`src/hdl/sl2l_pkg.sv`:
```
// ---------------------------------------------------------------------------
// sl2l_pkg
// Shared widths, entry and pair codes, column codes and the product and
// quantity types of the SL(2,C) to Lorentz matrix converter.
// ---------------------------------------------------------------------------
package sl2l_pkg;

  localparam int IN_W   = 32;               // Q8.24 entry
  localparam int PROD_W = 2 * IN_W;         // exact product, Q16.48
  localparam int QNT_W  = PROD_W + 1;       // sum of two products
  localparam int SUM_W  = 74;               // row accumulator, modulo 2^SUM_W
  localparam int ROW_W  = 48;               // Q24.24 result row
  localparam int SH_HALF = 25;              // rows zero and one carry 1/2
  localparam int SH_FULL = 24;

  // Matrix entries.
  localparam logic [1:0] ENT_A = 2'd0;
  localparam logic [1:0] ENT_B = 2'd1;
  localparam logic [1:0] ENT_C = 2'd2;
  localparam logic [1:0] ENT_D = 2'd3;

  // Entry pairs (x, y) for which x * conj(y) is formed.
  localparam int NPAIR = 6;
  localparam logic [2:0] PR_AC = 3'd0;
  localparam logic [2:0] PR_BD = 3'd1;
  localparam logic [2:0] PR_AB = 3'd2;
  localparam logic [2:0] PR_CD = 3'd3;
  localparam logic [2:0] PR_AD = 3'd4;
  localparam logic [2:0] PR_BC = 3'd5;

  localparam logic [1:0] PAIR_X [NPAIR] = '{ENT_A, ENT_B, ENT_A, ENT_C, ENT_A, ENT_B};
  localparam logic [1:0] PAIR_Y [NPAIR] = '{ENT_C, ENT_D, ENT_B, ENT_D, ENT_D, ENT_C};

  // Lorentz matrix columns.
  typedef logic [1:0] col_t;
  localparam col_t COL0 = 2'd0;
  localparam col_t COL1 = 2'd1;
  localparam col_t COL2 = 2'd2;
  localparam col_t COL3 = 2'd3;

  // Products of one entry with itself.
  typedef struct packed {
    logic signed [PROD_W-1:0] rr;
    logic signed [PROD_W-1:0] ii;
  } nprod_t;

  // Products of a pair of entries: xr*yr, xi*yi, xi*yr, xr*yi.
  typedef struct packed {
    logic signed [PROD_W-1:0] rr;
    logic signed [PROD_W-1:0] ii;
    logic signed [PROD_W-1:0] ir;
    logic signed [PROD_W-1:0] ri;
  } cprod_t;

  // Squared norms and real / imaginary parts of x * conj(y).
  typedef struct packed {
    logic signed [QNT_W-1:0] na;
    logic signed [QNT_W-1:0] nb;
    logic signed [QNT_W-1:0] nc;
    logic signed [QNT_W-1:0] nd;
    logic signed [QNT_W-1:0] rac;
    logic signed [QNT_W-1:0] iac;
    logic signed [QNT_W-1:0] rbd;
    logic signed [QNT_W-1:0] ibd;
    logic signed [QNT_W-1:0] rab;
    logic signed [QNT_W-1:0] iab;
    logic signed [QNT_W-1:0] rcd;
    logic signed [QNT_W-1:0] icd;
    logic signed [QNT_W-1:0] rad;
    logic signed [QNT_W-1:0] iad;
    logic signed [QNT_W-1:0] rbc;
    logic signed [QNT_W-1:0] ibc;
  } quant_t;

  function automatic logic signed [QNT_W-1:0] ext_prod(input logic signed [PROD_W-1:0] v);
    return {v[PROD_W-1], v};
  endfunction

  function automatic logic signed [SUM_W-1:0] ext_qnt(input logic signed [QNT_W-1:0] v);
    return {{(SUM_W-QNT_W){v[QNT_W-1]}}, v};
  endfunction

endpackage

```
`src/hdl/sl2l_col_mix.sv`:
```
// ---------------------------------------------------------------------------
// sl2l_col_mix
// Combines the registered norms and cross terms into the four rows of one
// Lorentz matrix column and scales them to Q24.24 with floor shifts.
// ---------------------------------------------------------------------------
module sl2l_col_mix
  import sl2l_pkg::*;
(
  input  quant_t                   q,
  input  col_t                     col,
  input  logic                     reversing,
  output logic signed [ROW_W-1:0]  row_zero,
  output logic signed [ROW_W-1:0]  row_one,
  output logic signed [ROW_W-1:0]  row_two,
  output logic signed [ROW_W-1:0]  row_three
);

  logic signed [SUM_W-1:0] na, nb, nc, nd;
  logic signed [SUM_W-1:0] rac, iac, rbd, ibd, rab, iab, rcd, icd, rad, iad, rbc, ibc;
  logic signed [SUM_W-1:0] s0, s1, s2, s3;

  always_comb begin
    na  = ext_qnt(q.na);
    nb  = ext_qnt(q.nb);
    nc  = ext_qnt(q.nc);
    nd  = ext_qnt(q.nd);
    rac = ext_qnt(q.rac);
    iac = ext_qnt(q.iac);
    rbd = ext_qnt(q.rbd);
    ibd = ext_qnt(q.ibd);
    rab = ext_qnt(q.rab);
    iab = ext_qnt(q.iab);
    rcd = ext_qnt(q.rcd);
    icd = ext_qnt(q.icd);
    rad = ext_qnt(q.rad);
    iad = ext_qnt(q.iad);
    rbc = ext_qnt(q.rbc);
    ibc = ext_qnt(q.ibc);

    case (col)
      COL0: begin
        s0 = na + nb + nc + nd;
        s1 = na + nb - nc - nd;
        s2 = rac + rbd;
        s3 = iac + ibd;
      end
      COL1: begin
        s0 = na - nb + nc - nd;
        s1 = na - nb - nc + nd;
        s2 = rac - rbd;
        s3 = iac - ibd;
      end
      COL2: begin
        // Doubled so that rows zero and one can share the 1/2 shift.
        s0 = (rab + rcd) <<< 1;
        s1 = (rab - rcd) <<< 1;
        s2 = rad + rbc;
        s3 = iad + ibc;
      end
      default: begin
        s0 = -((iab + icd) <<< 1);
        s1 = (icd - iab) <<< 1;
        s2 = ibc - iad;
        s3 = rad - rbc;
        // Reversal negates the exact sum, so the floor shift sees -x.
        if (reversing) begin
          s0 = -s0;
          s1 = -s1;
          s2 = -s2;
          s3 = -s3;
        end
      end
    endcase
  end

  assign row_zero  = s0[SH_HALF +: ROW_W];
  assign row_one   = s1[SH_HALF +: ROW_W];
  assign row_two   = s2[SH_FULL +: ROW_W];
  assign row_three = s3[SH_FULL +: ROW_W];

endmodule

```
`config.mk`:
```
export PLATFORM = sky130hd
export DESIGN_NAME = sl2l_col_mix
export DESIGN_NICKNAME = d
export VERILOG_FILES = /design/src/hdl/sl2l_pkg.sv /design/src/hdl/sl2l_col_mix.sv
export SDC_FILE = /design/constraint.sdc
export NUM_CORES = 2
export LEC_CHECK = 0
export BUFFER_PORTS_ARGS = -buffer_cell sky130_fd_sc_hd__buf_2
export CELL_PAD_IN_SITES_DETAIL_PLACEMENT = 1
export CELL_PAD_IN_SITES_GLOBAL_PLACEMENT = 2
export CORE_AREA = 4 4 472 474
export DETAILED_ROUTE_END_ITERATION = 8
export DIE_AREA = 0 0 476 478
export PLACE_DENSITY_LB_ADDON = 0.1
export SLEW_MARGIN = 10
export SYNTH_ARGS = -nofsm -noshare
export SYNTH_HDL_FRONTEND = slang
export SYNTH_SLANG_ARGS = --single-unit
```
`constraint.sdc`:
```
create_clock -name vclk -period 16.5
set_clock_uncertainty 0.2 [all_clocks]
set_input_delay 2.475 -clock vclk [all_inputs]
set_output_delay 2.475 -clock vclk [all_outputs]
set_load 0.02 [all_outputs]
```
== After elaboration in Yosys (flattened, before gate mapping) ==
Index checks and enable logic that the tools add are counted.
W data, S select, Z words.
Word-level totals
  register bits after elaboration: 0
  output and inout bits: 192
  logic and storage cells: 38
Cells by class
  $add $sub $neg: 27
  eq/ne operators: 2
  mux-type cells: 8
  reduce and logical (&&, ||, !) cells: 1
Operators with widths (number)
  $add A65 B65 Y66: 7
  $sub A65 B65 Y66: 7
  $pmux W73 S3: 2
  $pmux W72 S3: 2
  $mux W73: 2
  $neg A67 Y73: 2
  $mux W72: 2
  $neg A66 Y72: 2
  $add A67 B65 Y68: 2
  $sub A67 B65 Y68: 2
  $add A66 B65 Y67: 2
  $sub A66 B65 Y67: 2
  $neg A73 Y73: 1
  $eq A2 B1 Y1 const B: 1
  $eq A2 B2 Y1 const B: 1
  $logic_not A2 Y1: 1

== Longest topological paths before layout ==
  word-level depth: 5
  gate-level depth with buffers: 37
  mapped depth without buffers: 37

== Worst setup path before layout ==
OpenSTA, ideal clock, no wires.
  path type: input to output
  from: input port q[918] (netlist bit)
  to: output port row_one[42]
  data arrival time: 9616 ps
  required time: 13825 ps
  path slack: 4209 ps
  cell stages on the path: 36
  buffers on the path: 2
  cells stage by stage: inv_1 ha_1 clkbuf_1 nor4_1 o211ai_1 nand2_1 o221ai_1 a31o_2 o31ai_1 a31oi_1 o31ai_1 a21oi_1 nor2_1 nor2_1 nor2_1 nor2_1 xnor2_1 fa_1 ha_1 a21o_1 a21o_1 a21oi_1 o21ai_0 nand3_1 o21ai_0 o2111ai_1 a31oi_1 a211oi_1 o31ai_1 a211oi_1 nor2b_1 o21ai_0 nand2b_1 or4b_2 clkbuf_1 nand3_1
Between the ends
  cells in the longest elaborated chain, start to end: 4
RTL lines
  from (decl): line sl2l_col_mix.sv:9  | input quant_t q,
  $sub A65 B65 Y66 / $add A65 B65 Y66 (equally long branches): line sl2l_col_mix.sv:49, sl2l_col_mix.sv:43
  $sub A66 B65 Y67 (on tied branches): line sl2l_col_mix.sv:49, sl2l_col_mix.sv:43
  $add A67 B65 Y68 / $sub A67 B65 Y68 (equally long branches): line sl2l_col_mix.sv:49, sl2l_col_mix.sv:43
  $pmux W73 S3 *: line sl2l_col_mix.sv:40  | case (col)
  to (decl): line sl2l_col_mix.sv:13  | output logic signed [ROW_W-1:0] row_one,
Every way passes the cells marked *; elsewhere a longest branch is shown, timed or not.

== Final worst setup path ==
  from: input port q[911] (netlist bit)
  to: output port row_zero[46]
Between the ends
  cells in the longest elaborated chain, start to end: 4
RTL lines
  $sub A65 B65 Y66 / $add A65 B65 Y66 (equally long branches): line sl2l_col_mix.sv:48, sl2l_col_mix.sv:42
  $add A66 B65 Y67 (on tied branches): line sl2l_col_mix.sv:48, sl2l_col_mix.sv:42
  $sub A67 B65 Y68 / $add A67 B65 Y68 (equally long branches): line sl2l_col_mix.sv:48, sl2l_col_mix.sv:42
  $pmux W73 S3 *: line sl2l_col_mix.sv:40
  to (decl): line sl2l_col_mix.sv:12  | output logic signed [ROW_W-1:0] row_zero,
Marks and branches as above.

==> impl_metrics.csv <==
group,metric,value,unit
run_status,status,"finished, final reports clean",
logic_synthesis,synth_xor_area_share,10.2,%
sta,slew_headroom,16.1,%
place,pre_cts_slack,1630,ps
detailed_routing,vias_per_cell,5.76,
worst_setup_path,critPathSlowestCell,"a311oi_1",
sta,setup_viol,0,
worst_setup_path,critical_path.max_fanout,6,
logic_synthesis,syn_area_per_cell,7.03,um^2
detailed_routing,dr_total_vias,79462,
sta,max_freq,0.0659,GHz
place,place.port_buffers,1235,
worst_setup_path,critPathLaunchType,"primary input",
logic_synthesis,synthCells,9921,
final_layout,seq_cells,0,
clock_tree,post_cts_resized,0,
detailed_routing,drtAntennaViolNets,0,
worst_setup_path,crit_type,"primary input to output pin",
worst_setup_path,cp-startpoint,"q[911]",
final_layout,drive_gt1_share,14.2,%
power_and_ir_drop,power_density,71.9,nW/um^2
final_layout,final_cell_area,78800,um^2
clock_tree,holdBufCountCts,0,
grt,antenna_found_initial,188,
grt,groute.usage.overall,30.8,%
grt,grt_pass1_wl,536,mm
logic_synthesis,synthTopCellsByArea,"ha_1 21%, fa_1 7.6%, xnor2_1 7.4%",
sta,finalSetupTns,0,ps
logic_synthesis,ys_seq_area_share,0,%
logic_synthesis,yosysMostFrequentCell,"ha_1",
power_and_ir_drop,leakage,37.2,nW
place,routabilityCongestion,0.963,
logic_synthesis,syn_area,69700,um^2
sta,fin_crit_sh,92.0,%
detailed_routing,drt-initial-drc-count,4876,
logic_synthesis,yosys.area_share.simple,21.9,%
sta,setup_slack,1320,ps
logic_synthesis,yosysTopAreaCellShare,21.1,%
worst_setup_path,cpMostUsedCell,"o21ai_0",
worst_setup_path,required,13820,ps
final_layout,syn2layout_area_growth,13.0,%
floorplan,dieArea,228000,um^2
worst_setup_path,critPathCaptureType,"output pin",
clock_tree,post-cts-setup-buffers,0,
logic_synthesis,syn_nets,12404,
detailed_routing,routed_wl,370,mm
logic_synthesis,synth_cell_types,118,
power_and_ir_drop,peakVddDrop,0.0290,mV
floorplan,ios,1235,
logic_synthesis,synth_compound_area_share,29.0,%
sta,worst_pin_slew,1260,ps
grt,grt_pass1_vias,81474,
worst_hold_path,hp-start,"col[0]",
place,placedCellCount,13709,
logic_synthesis,ys_warn_count,0,
power_and_ir_drop,pwr-share-clk,0,%
floorplan,start_util,31.9,%
final_layout,fill_cells,28003,
detailed_routing,drc,0,
final_layout,finalNonFillerCells,13803,
sta,min_period,15180,ps
detailed_routing,dr.pass1.iters,5,
logic_synthesis,synthAdderAreaFrac,28.7,%
floorplan,dieWidth,476,um
logic_synthesis,synth_area_leader_cell,"ha_1",
floorplan,rows,172,
sta,slew_viol_final,0,
worst_hold_path,hold_class,"primary input to output pin",
final_layout,n_clock_buffer,0,
worst_hold_path,holdPathStages,4,
sta,rsz0062_at_grt,"no",
logic_synthesis,synthMuxAreaShare,2.52,%
place,dp_hpwl,328,mm
power_and_ir_drop,seqPwrFrac,0,%
power_and_ir_drop,internal_power,2.10,mW
place,placed_area,78600,um^2
power_and_ir_drop,netSwitchingPower,3.57,mW
sta,finalHoldViolCount,0,
logic_synthesis,synth_common_cells,"1175 x ha_1, 1027 x inv_1, 995 x a21oi_1",
power_and_ir_drop,combinationalPowerShare,100.0,%
worst_setup_path,max_stage_delay,790,ps
grt,grt_max_degree,86,
final_layout,nets,13323,
logic_synthesis,synth_top_family_by_area,"compound AO/OA/AOI/OAI gates",
final_layout,area.sequential,0,um^2
flow_run,drv_cap,0,
grt,grt_overflow_total,0,
detailed_routing,routedWlPerCell,26.8,um
floorplan,core,219000,um^2
worst_setup_path,arrival,12500,ps
floorplan,die_h,478,um
power_and_ir_drop,switching_share,63.0,%
placed cells by master (no fill, tap or decap), drive strengths merged, types with 106 or more instances in the layout:
master,n
buf,1284
ha,1175
inv,1029
a21oi,995
nor2,965
xnor2,590
nand2,565
o21ai,541
a21o,299
nor3,294
fa,265
xor2,223
nand3,208
o21bai,188
nor2b,142
nand4,131
o211ai,124
nor4,122
nand2b,114
a211oi,106
path summary, 6_finish.rpt:
| kind | to | slack (ps) |
|---|---|---|
| worst max-delay path | row_zero[46] | 1320 |
| worst min-delay path | row_one[32] | 5450 |
metrics by stage:
stage	util (%)	power, mW	hold slack, ps
detailed placement	35.9	5.57	5470
global route	36.0	6.14	5490
finish	36.0	5.67	5450
floorplan	-	3.66	5150
global placement	35.9	5.49	5460
CTS	35.9	5.61	5470
area by class of cell:
cell class / count / area, um^2 / share of cell area (%)
diodes: 94 / 235 / 0.299
inverters: 1037 / 3900 / 4.95
multi-input cells: 8516 / 64500 / 81.8
well taps: 2871 / 3590 / 4.56
repair buffers: 1285 / 6580 / 8.35
power by group through the flow:
stage	Combinational, mW	Clock [mW]	Sequential, mW
3_5_place_dp	5.57	0	0
3_3_place_gp	5.49	0	0
5_1_grt	6.14	0.000000516	0
6_report	5.67	0.000000653	0
2_1_floorplan	3.66	0	0
4_1_cts	5.61	0	0
critical path, delay by kind of cell:
kind / cells / cell delay [ps]
XOR/XNOR: 1 / 270
AND/OR/NAND/NOR: 4 / 670
adder cells (fa/ha/maj): 3 / 1050
AO/OA/AOI/OAI: 26 / 7450
buffers and inverters: 4 / 570
cell families (layout without fill, tap and decap cells):
family,after synthesis,after routing
AO/OA/AOI/OAI,3099,3099
AND/OR/NAND/NOR,3049,3049
adder cells (fa/ha/maj),1440,1440
buffers and inverters,1405,2322
XOR/XNOR,813,813
multiplexers,115,115
other,0,94
metal layers:
metal,GRT usage [%],wire (um),up-vias
li1,-,-,37293
met2,53.5,176000,2232
met5,0,324,-
met1,39.8,159000,39460
met4,9.88,13800,52
met3,3.24,20300,425
(Power assumes the default switching activity.)
